[config.mk]
export PLATFORM = sky130hd
export DESIGN_NAME = sprite_attribute_scan
export DESIGN_NICKNAME = d
export VERILOG_FILES = /design/src/rtl/sas_pkg.sv /design/src/rtl/sprite_attribute_scan.sv
export SDC_FILE = /design/constraint.sdc
export NUM_CORES = 2
export LEC_CHECK = 0
export ABC_AREA = 1
export BUFFER_PORTS_ARGS = -buffer_cell sky130_fd_sc_hd__buf_2
export CAP_MARGIN = 20
export CORE_UTILIZATION = 45
export DETAILED_ROUTE_END_ITERATION = 10
export GPL_TIMING_DRIVEN = 0
export SLEW_MARGIN = 20
export SYNTH_ARGS = -nofsm -noshare
export SYNTH_HDL_FRONTEND = slang
export SYNTH_SLANG_ARGS = --single-unit
[constraint.sdc]
create_clock -name clk_i -period 6.23 [get_ports clk_i]
set_clock_uncertainty 0.1 [all_clocks]
set_input_delay 0.623 -clock clk_i [delete_from_list [all_inputs] [get_ports clk_i]]
set_output_delay 0.623 -clock clk_i [all_outputs]
set_load 0.01 [all_outputs]
[src/rtl/sas_pkg.sv]
// Package for the sprite attribute scan block: defaults, codes and field widths.
`default_nettype none
package sas_pkg;

  localparam int unsigned NumSpritesDef   = 40;
  localparam int unsigned MaxPerLineDef   = 10;
  localparam int unsigned DisplayLinesDef = 144;

  localparam logic [15:0] BaseAddr       = 16'hFE00;
  localparam int unsigned BytesPerSprite = 4;
  localparam int unsigned SlotOutW       = 6;

  typedef enum logic [1:0] {
    KindRead  = 2'd0,
    KindWrite = 2'd1,
    KindScan  = 2'd2,
    KindNone  = 2'd3
  } kind_e;

  typedef enum logic [1:0] {
    StatusOk       = 2'd0,
    StatusBadAddr  = 2'd1,
    StatusBadLine  = 2'd2,
    StatusRsvd     = 2'd3
  } status_e;

endpackage
`default_nettype wire

[src/rtl/sprite_attribute_scan.sv]
// Sprite attribute memory with bus byte access and per-line sprite selection.
// A read, write or rejected item passes through the StResp state, which puts its one
// result beat into the output register once that register is free; the next item can
// be accepted after that. A scan reads one sprite row of the attribute memory per
// cycle, since the memory has a single row port, and ends early once MAX_PER_LINE
// sprites are found; it then emits its beats (at least one) as the output register
// frees. Selected sprites are inserted into an X-sorted list as they are found,
// so results leave in ascending X order with table order kept among equal X. One item
// is in work at a time; the output register lets a new item be accepted while the
// last beat still waits. After reset every row reads as zero, tracked by one valid
// flag per sprite row.
`default_nettype none
module sprite_attribute_scan
  import sas_pkg::*;
#(
  parameter int unsigned NUM_SPRITES   = NumSpritesDef,
  parameter int unsigned MAX_PER_LINE  = MaxPerLineDef,
  parameter int unsigned DISPLAY_LINES = DisplayLinesDef
) (
  input  wire logic                clk_i,
  input  wire logic                rst_ni,
  input  wire logic                in_valid_i,
  output logic                     in_ready_o,
  input  wire logic [1:0]          kind_i,
  input  wire logic [15:0]         bus_address_i,
  input  wire logic [7:0]          write_data_i,
  input  wire logic [7:0]          scan_line_i,
  input  wire logic                tall_sprites_i,
  output logic                     out_valid_o,
  input  wire logic                out_ready_i,
  output logic [1:0]               status_o,
  output logic [7:0]               read_data_o,
  output logic                     hit_o,
  output logic [SlotOutW-1:0]      sprite_slot_o,
  output logic [7:0]               sprite_y_o,
  output logic [7:0]               sprite_x_o,
  output logic [7:0]               sprite_tile_o,
  output logic [7:0]               sprite_attr_o,
  output logic                     last_o
);

  localparam int unsigned SlotW   = (NUM_SPRITES > 1) ? $clog2(NUM_SPRITES) : 1;
  localparam int unsigned CntW    = $clog2(NUM_SPRITES + 1);
  localparam int unsigned NW      = $clog2(MAX_PER_LINE + 1);
  localparam int unsigned AddrEnd = BaseAddr + BytesPerSprite * NUM_SPRITES;

  typedef enum logic [1:0] {
    StIdle,
    StResp,
    StScan,
    StEmit
  } state_e;

  state_e state_q;

  // attribute memory: one 32-bit row per sprite {attr, tile, x, y}
  logic [31:0]      mem_q [NUM_SPRITES];
  logic             row_vld_q [NUM_SPRITES];
  logic [31:0]      rdata_q;
  logic             rvld_q;
  logic             rd_en;
  logic [SlotW-1:0] raddr;
  logic             wr_en;

  // decode
  logic             accept;
  logic             addr_ok;
  logic [15:0]      addr_off;
  logic [SlotW-1:0] addr_row;
  logic [1:0]       addr_lane;
  logic             line_ok;

  // per-item registers
  logic [1:0]       lane_q;
  logic             resp_rd_q;
  status_e          resp_status_q;
  logic [8:0]       row_q;
  logic             tall_q;
  logic [CntW-1:0]  cnt_q;
  logic [SlotW-1:0] cur_slot_q;

  // sorted selection list
  logic [31:0]      list_word_q [MAX_PER_LINE];
  logic [SlotW-1:0] list_slot_q [MAX_PER_LINE];
  logic [NW-1:0]    n_q;
  logic [31:0]      ins_word [MAX_PER_LINE];
  logic [SlotW-1:0] ins_slot [MAX_PER_LINE];
  logic             le [MAX_PER_LINE];

  logic [31:0]      rword;
  logic [7:0]       rbyte;
  logic [8:0]       y_ext;
  logic             covered;
  logic             out_free;
  logic             out_load;
  logic             scan_done;

  // output registers
  logic             out_valid_q;
  logic [1:0]       status_q;
  logic [7:0]       read_data_q;
  logic             hit_q;
  logic [SlotOutW-1:0] slot_q;
  logic [31:0]      word_q;
  logic             last_q;

  assign in_ready_o = (state_q == StIdle);
  assign accept     = in_valid_i && in_ready_o;

  assign addr_ok   = ({1'b0, bus_address_i} >= {1'b0, BaseAddr}) &&
                     ({1'b0, bus_address_i} < 17'(AddrEnd));
  assign addr_off  = bus_address_i - BaseAddr;
  assign addr_row  = addr_off[SlotW+1:2];
  assign addr_lane = addr_off[1:0];
  assign line_ok   = scan_line_i < 8'(DISPLAY_LINES);

  assign wr_en = accept && (kind_e'(kind_i) == KindWrite) && addr_ok;
  assign rd_en = (accept && ((kind_e'(kind_i) == KindRead && addr_ok) ||
                             (kind_e'(kind_i) == KindScan && line_ok))) ||
                 (state_q == StScan && cnt_q < CntW'(NUM_SPRITES));
  assign raddr = (state_q == StIdle) ?
                 ((kind_e'(kind_i) == KindScan) ? '0 : addr_row) : cnt_q[SlotW-1:0];

  // byte-lane write; a row never written before gets its other lanes zeroed
  always_ff @(posedge clk_i) begin
    if (wr_en) begin
      for (int l = 0; l < 4; l++) begin
        if (2'(l) == addr_lane) begin
          mem_q[addr_row][l*8 +: 8] <= write_data_i;
        end else if (!row_vld_q[addr_row]) begin
          mem_q[addr_row][l*8 +: 8] <= 8'h00;
        end
      end
    end
    if (rd_en) begin
      rdata_q <= mem_q[raddr];
    end
  end

  always_ff @(posedge clk_i or negedge rst_ni) begin
    if (!rst_ni) begin
      for (int i = 0; i < NUM_SPRITES; i++) begin
        row_vld_q[i] <= 1'b0;
      end
      rvld_q <= 1'b0;
    end else begin
      if (wr_en) begin
        row_vld_q[addr_row] <= 1'b1;
      end
      if (rd_en) begin
        rvld_q <= row_vld_q[raddr];
      end
    end
  end

  assign rword = rvld_q ? rdata_q : 32'h0;
  assign rbyte = rword[lane_q*8 +: 8];

  // Y-16 <= line <= Y-16+h-1, compared with line shifted up by 16
  assign y_ext   = {1'b0, rword[7:0]};
  assign covered = (row_q >= y_ext) && (row_q < y_ext + (tall_q ? 9'd16 : 9'd8));

  // stable insertion: new entry goes after every entry with x <= new x
  always_comb begin
    for (int i = 0; i < MAX_PER_LINE; i++) begin
      le[i] = (NW'(i) < n_q) && (list_word_q[i][15:8] <= rword[15:8]);
    end
    for (int i = 0; i < MAX_PER_LINE; i++) begin
      if (le[i]) begin
        ins_word[i] = list_word_q[i];
        ins_slot[i] = list_slot_q[i];
      end else if (i == 0) begin
        ins_word[i] = rword;
        ins_slot[i] = cur_slot_q;
      end else if (le[i-1]) begin
        ins_word[i] = rword;
        ins_slot[i] = cur_slot_q;
      end else begin
        ins_word[i] = list_word_q[i-1];
        ins_slot[i] = list_slot_q[i-1];
      end
    end
  end

  assign out_free  = !out_valid_q || out_ready_i;
  assign out_load  = out_free && ((state_q == StResp) || (state_q == StEmit));
  assign scan_done = (cur_slot_q == SlotW'(NUM_SPRITES - 1)) ||
                     (covered && (n_q == NW'(MAX_PER_LINE - 1)));

  always_ff @(posedge clk_i or negedge rst_ni) begin
    if (!rst_ni) begin
      state_q       <= StIdle;
      out_valid_q   <= 1'b0;
      n_q           <= '0;
      cnt_q         <= '0;
      cur_slot_q    <= '0;
      resp_rd_q     <= 1'b0;
      resp_status_q <= StatusOk;
      lane_q        <= '0;
      row_q         <= '0;
      tall_q        <= 1'b0;
      status_q      <= '0;
      read_data_q   <= '0;
      hit_q         <= 1'b0;
      slot_q        <= '0;
      word_q        <= '0;
      last_q        <= 1'b0;
    end else begin
      if (out_valid_q && out_ready_i && !out_load) begin
        out_valid_q <= 1'b0;
      end
      unique case (state_q)
        StIdle: begin
          if (accept) begin
            lane_q     <= addr_lane;
            row_q      <= {1'b0, scan_line_i} + 9'd16;
            tall_q     <= tall_sprites_i;
            cnt_q      <= CntW'(1);
            cur_slot_q <= '0;
            n_q        <= '0;
            unique case (kind_e'(kind_i)) inside
              KindRead, KindWrite: begin
                resp_status_q <= addr_ok ? StatusOk : StatusBadAddr;
                resp_rd_q     <= (kind_e'(kind_i) == KindRead) && addr_ok;
                state_q       <= StResp;
              end
              KindScan: begin
                resp_rd_q <= 1'b0;
                if (line_ok) begin
                  state_q <= StScan;
                end else begin
                  resp_status_q <= StatusBadLine;
                  state_q       <= StResp;
                end
              end
              default: begin
                resp_rd_q     <= 1'b0;
                resp_status_q <= StatusOk;
                state_q       <= StResp;
              end
            endcase
          end
        end
        StResp: begin
          if (out_free) begin
            out_valid_q <= 1'b1;
            status_q    <= resp_status_q;
            read_data_q <= resp_rd_q ? rbyte : 8'h00;
            hit_q       <= 1'b0;
            slot_q      <= '0;
            word_q      <= '0;
            last_q      <= 1'b1;
            state_q     <= StIdle;
          end
        end
        StScan: begin
          if (covered) begin
            for (int i = 0; i < MAX_PER_LINE; i++) begin
              list_word_q[i] <= ins_word[i];
              list_slot_q[i] <= ins_slot[i];
            end
            n_q <= n_q + NW'(1);
          end
          if (cnt_q < CntW'(NUM_SPRITES)) begin
            cur_slot_q <= cnt_q[SlotW-1:0];
            cnt_q      <= cnt_q + CntW'(1);
          end
          if (scan_done) begin
            state_q <= StEmit;
          end
        end
        StEmit: begin
          if (out_free) begin
            out_valid_q <= 1'b1;
            status_q    <= StatusOk;
            read_data_q <= 8'h00;
            if (n_q == '0) begin
              // nothing on this line: one empty beat
              hit_q   <= 1'b0;
              slot_q  <= '0;
              word_q  <= '0;
              last_q  <= 1'b1;
              state_q <= StIdle;
            end else begin
              hit_q  <= 1'b1;
              slot_q <= SlotOutW'(list_slot_q[0]);
              word_q <= list_word_q[0];
              last_q <= (n_q == NW'(1));
              for (int i = 0; i < MAX_PER_LINE - 1; i++) begin
                list_word_q[i] <= list_word_q[i+1];
                list_slot_q[i] <= list_slot_q[i+1];
              end
              n_q <= n_q - NW'(1);
              if (n_q == NW'(1)) begin
                state_q <= StIdle;
              end
            end
          end
        end
        default: state_q <= StIdle;
      endcase
    end
  end

  assign out_valid_o   = out_valid_q;
  assign status_o      = status_q;
  assign read_data_o   = read_data_q;
  assign hit_o         = hit_q;
  assign sprite_slot_o = slot_q;
  assign sprite_y_o    = word_q[7:0];
  assign sprite_x_o    = word_q[15:8];
  assign sprite_tile_o = word_q[23:16];
  assign sprite_attr_o = word_q[31:24];
  assign last_o        = last_q;

endmodule
`default_nettype wire

==> results.md <==
* Initial Util at 45.5%
* Worst-margin pin slew at 1.19 ns
* 1st-iter DRT viols at 8487
* Seq/Total Area, Yosys at 67.0%
* Share of layout cells above drive strength 1 at 8.42%
* Syn_area_per_cell at 10.9 um2
* Detailed-router iteration count before antenna repair at 6
* DR vias/cell at 5.88
* Fmax at 0.170 GHz
* Top FF cell, synth: edfxtp_1
* WS Path Type: reg2reg
* EDFF count, synth at 1692
* Chip height at 425 um
* Kind of end point of the critical path: flop
* First-pass GRT wire length at 405000 um
* Die W at 425 um
* IO buf count at 86
* CTS tree: built
* Arr. time, crit path at 6.33 ns
* Core area at 0.177 mm2
* CP Max Fanout at 20
* Die area at 0.181 mm2
* Synthesis-to-layout area growth at 13.4%
* Synth cell types at 41
* Initial antenna violation count at 13
* Syn nets at 7554
* CTS sink count at 1817
* # rows at 154
* CP Data Required Time at 6.68 ns
* Tot Pwr at 42.7 mW
* Ports at 91
* Final setup fails at 0
* Post-Place Cells at 9887
* Area contributors post-synth: edfxtp_1, o21ai_0, nand2_1, dfrtp_1, inv_1
* Gr ovfl total at 0
* Clk buf depth at 3
* Routability cong. at 1.09
* Max cap viols at 0
* Via count at 60.3k
* Final nets at 7894
* Worst setup SP type: flop
* Post-DP HPWL at 215000 um
* CTS Buf Count at 192
* Clock transition at path regs at 0.06 ns
* Leak pwr at 34.3 nW
* DRC at 0
* Largest net degree at the start of global routing at 80
* Clk root buf: clkbuf_16
* Power density over cell area at 467 mW/mm2
* Routed wire length at 286000 um
* Synth Register Bits at 1817
* H-tree depth at 4
* RSZ-0062 raised after global routing: no
* Max IR drop VDD at 0.341 mV
* Total Routing Usage GR at 31.4%
* Hold_ws at 0.0653 ns
* Area leader, netlist: edfxtp_1
* Hold crit path type: in2reg
* Async set-reset flop share out of synthesis at 6.88%
* Synth Cell Area at 0.0805 mm2
* Slew margin rel. at 20.0%
* Crit path time final at 5.89 ns
* Ys Warns at 0
* Clk_lat worst skew at 0.85 ns
* Final Cycle Share at 94.5%
* Vias in the first global route at 56.4k
* Post-route non-filler standard cell count at 10.3k
* Final hold viol count at 0
* Post-route ant nets at 0
* Cells after Synth at 7412
* Outcome: finished clean
* Slew Limit Fails at 0
* Routed wire per std cell at 27.9 um
* Synth top area share at 63.1%
==> cell usage after synthesis (all sizes together) (2+ instances only) <==
library cell and n:
edfxtp 1692, nand2 1045, o21ai 1038, inv 829, nand3 580, nor2 547
a21oi 510, o211ai 307, clkbuf 261, buf 211, dfrtp 125, ha 102
o22ai 64, o221ai 32, nor3 12, clkinv 11, nand4 11, o31ai 10
xor2 6, nor4 5, a31oi 3, o21a 3, a211oi 2
==> final cells by class <==
cell class,count,area (um2)
Fill cell,15800,85600
Sequential cell,1817,53900
Multi-Input combinational cell,4283,21500
Clock buffer,250,5180
Inverter,840,3150
Tap cell,2340,2930
Buffer,472,2070
Timing Repair Buffer,146,1620
Clock inverter,106,916
Antenna cell,6,15.0
==> metal layers <==
metal | up-vias | GRT usage (%) | wire length [um]
li1 | 26800 | - | -
met4 | 2 | 13.7 | 13300
met5 | - | 0 | 7
met2 | 3298 | 47.7 | 127000
met3 | 547 | 7.08 | 29600
met1 | 29600 | 43.1 | 116000
==> repair_timing <==
action                                  in CTS  in global routing
buffers inserted                             2                  0
hold buffers                                 9                  0
endpoints found under the hold margin       70                  0
gates resized for setup                      1                  2
endpoints found under the setup margin     375                 28
pin swaps                                    1                  0
==> layout by cell type (no fill, tap or decap), drive strengths merged, types with 4 or more instances in the layout <==
cell	n
a21oi	510
nand2	1045
dfrtp	125
o22ai	64
o31ai	10
clkinvlp	4
xor2	6
edfxtp	1692
nand4	11
inv	839
clkinv	90
bufinv	13
o221ai	32
nor4	5
clkbuf	511
nor2	547
o211ai	307
buf	348
nor3	12
nand3	580
o21ai	1038
diode	6
dlygate4sd3	9
ha	102
==> stage by stage <==
stage	setup TNS (ns)	instance area, um2	worst slack (ns)	utilization [%]
6_report	0	91300	0.343	51.6
5_1_grt	0	91300	0.0744	51.6
4_1_cts	0	91300	0.368	51.6
3_5_place_dp	-136.31	85100	-0.574	48.1
3_3_place_gp	-1407.00	83900	-4.09	47.4
2_1_floorplan	0	80500	0.00316	-
==> critical path, stage by stage, from the launching register on <==
cell and delay [ns]:
dfrtp_1 0.33, clkbuf_1 0.56, clkbuf_1 0.47, nand2_1 0.74
ha_1 0.57, nand2_1 0.07, nor2_1 0.16, nand2_1 0.07
o211ai_1 0.08, o21ai_0 0.24, o21ai_1 0.58, inv_1 0.29
clkbuf_1 0.34, o21ai_4 0.69, buf_16 0.25
==> report_power, final <==
part           internal [mW]  switching [mW]
logic                   4.08            12.8
registers               14.2           0.269
clock network           6.39            4.93
total                   24.7            18.0
==> registers in the layout, summed over array words and instances (netlist names), 4 cells and up <==
register	flops
cur_slot_q	6
list_word_q	320
word_q	32
list_slot_q	60
n_q	4
row_q	9
cnt_q	6
mem_q	1280
rdata_q	32
read_data_o	8
sprite_slot_o	6
row_vld_q	40
==> worst paths after layout <==
| path | depth (start not counted) | slack, ns | end | start |
|---|---|---|---|---|
| min | 3 | 0.07 | row_q[7] | scan_line_i[7] |
| min reg2reg | 2 | 0.37 | row_vld_q[38] | row_vld_q[38] |
| max in group asynchronous | 3 | 4.95 | row_vld_q[6] | rst_ni |
| min in group asynchronous | 2 | 0.18 | hit_o | rst_ni |
| max | 14 | 0.34 | list_word_q[2][15] | rvld_q |
| max reg2reg | 14 | 0.34 | list_word_q[2][15] | rvld_q |
==> kinds of logic (layout without fill, tap and decap cells) <==
kind of cell / Yosys count / in the layout / synth area share, %
fa+ha+maj: 103 / 103 / 1.61
xor+xnor: 7 / 7 / 0.0762
compound gates: 1972 / 1972 / 13.5
other cells: 0 / 6 / 0
buf+inv: 1312 / 1814 / 6.48
simple gates: 2201 / 2201 / 11.3
flops: 1817 / 1817 / 67.0
Power figures use the tool's default switching activity.
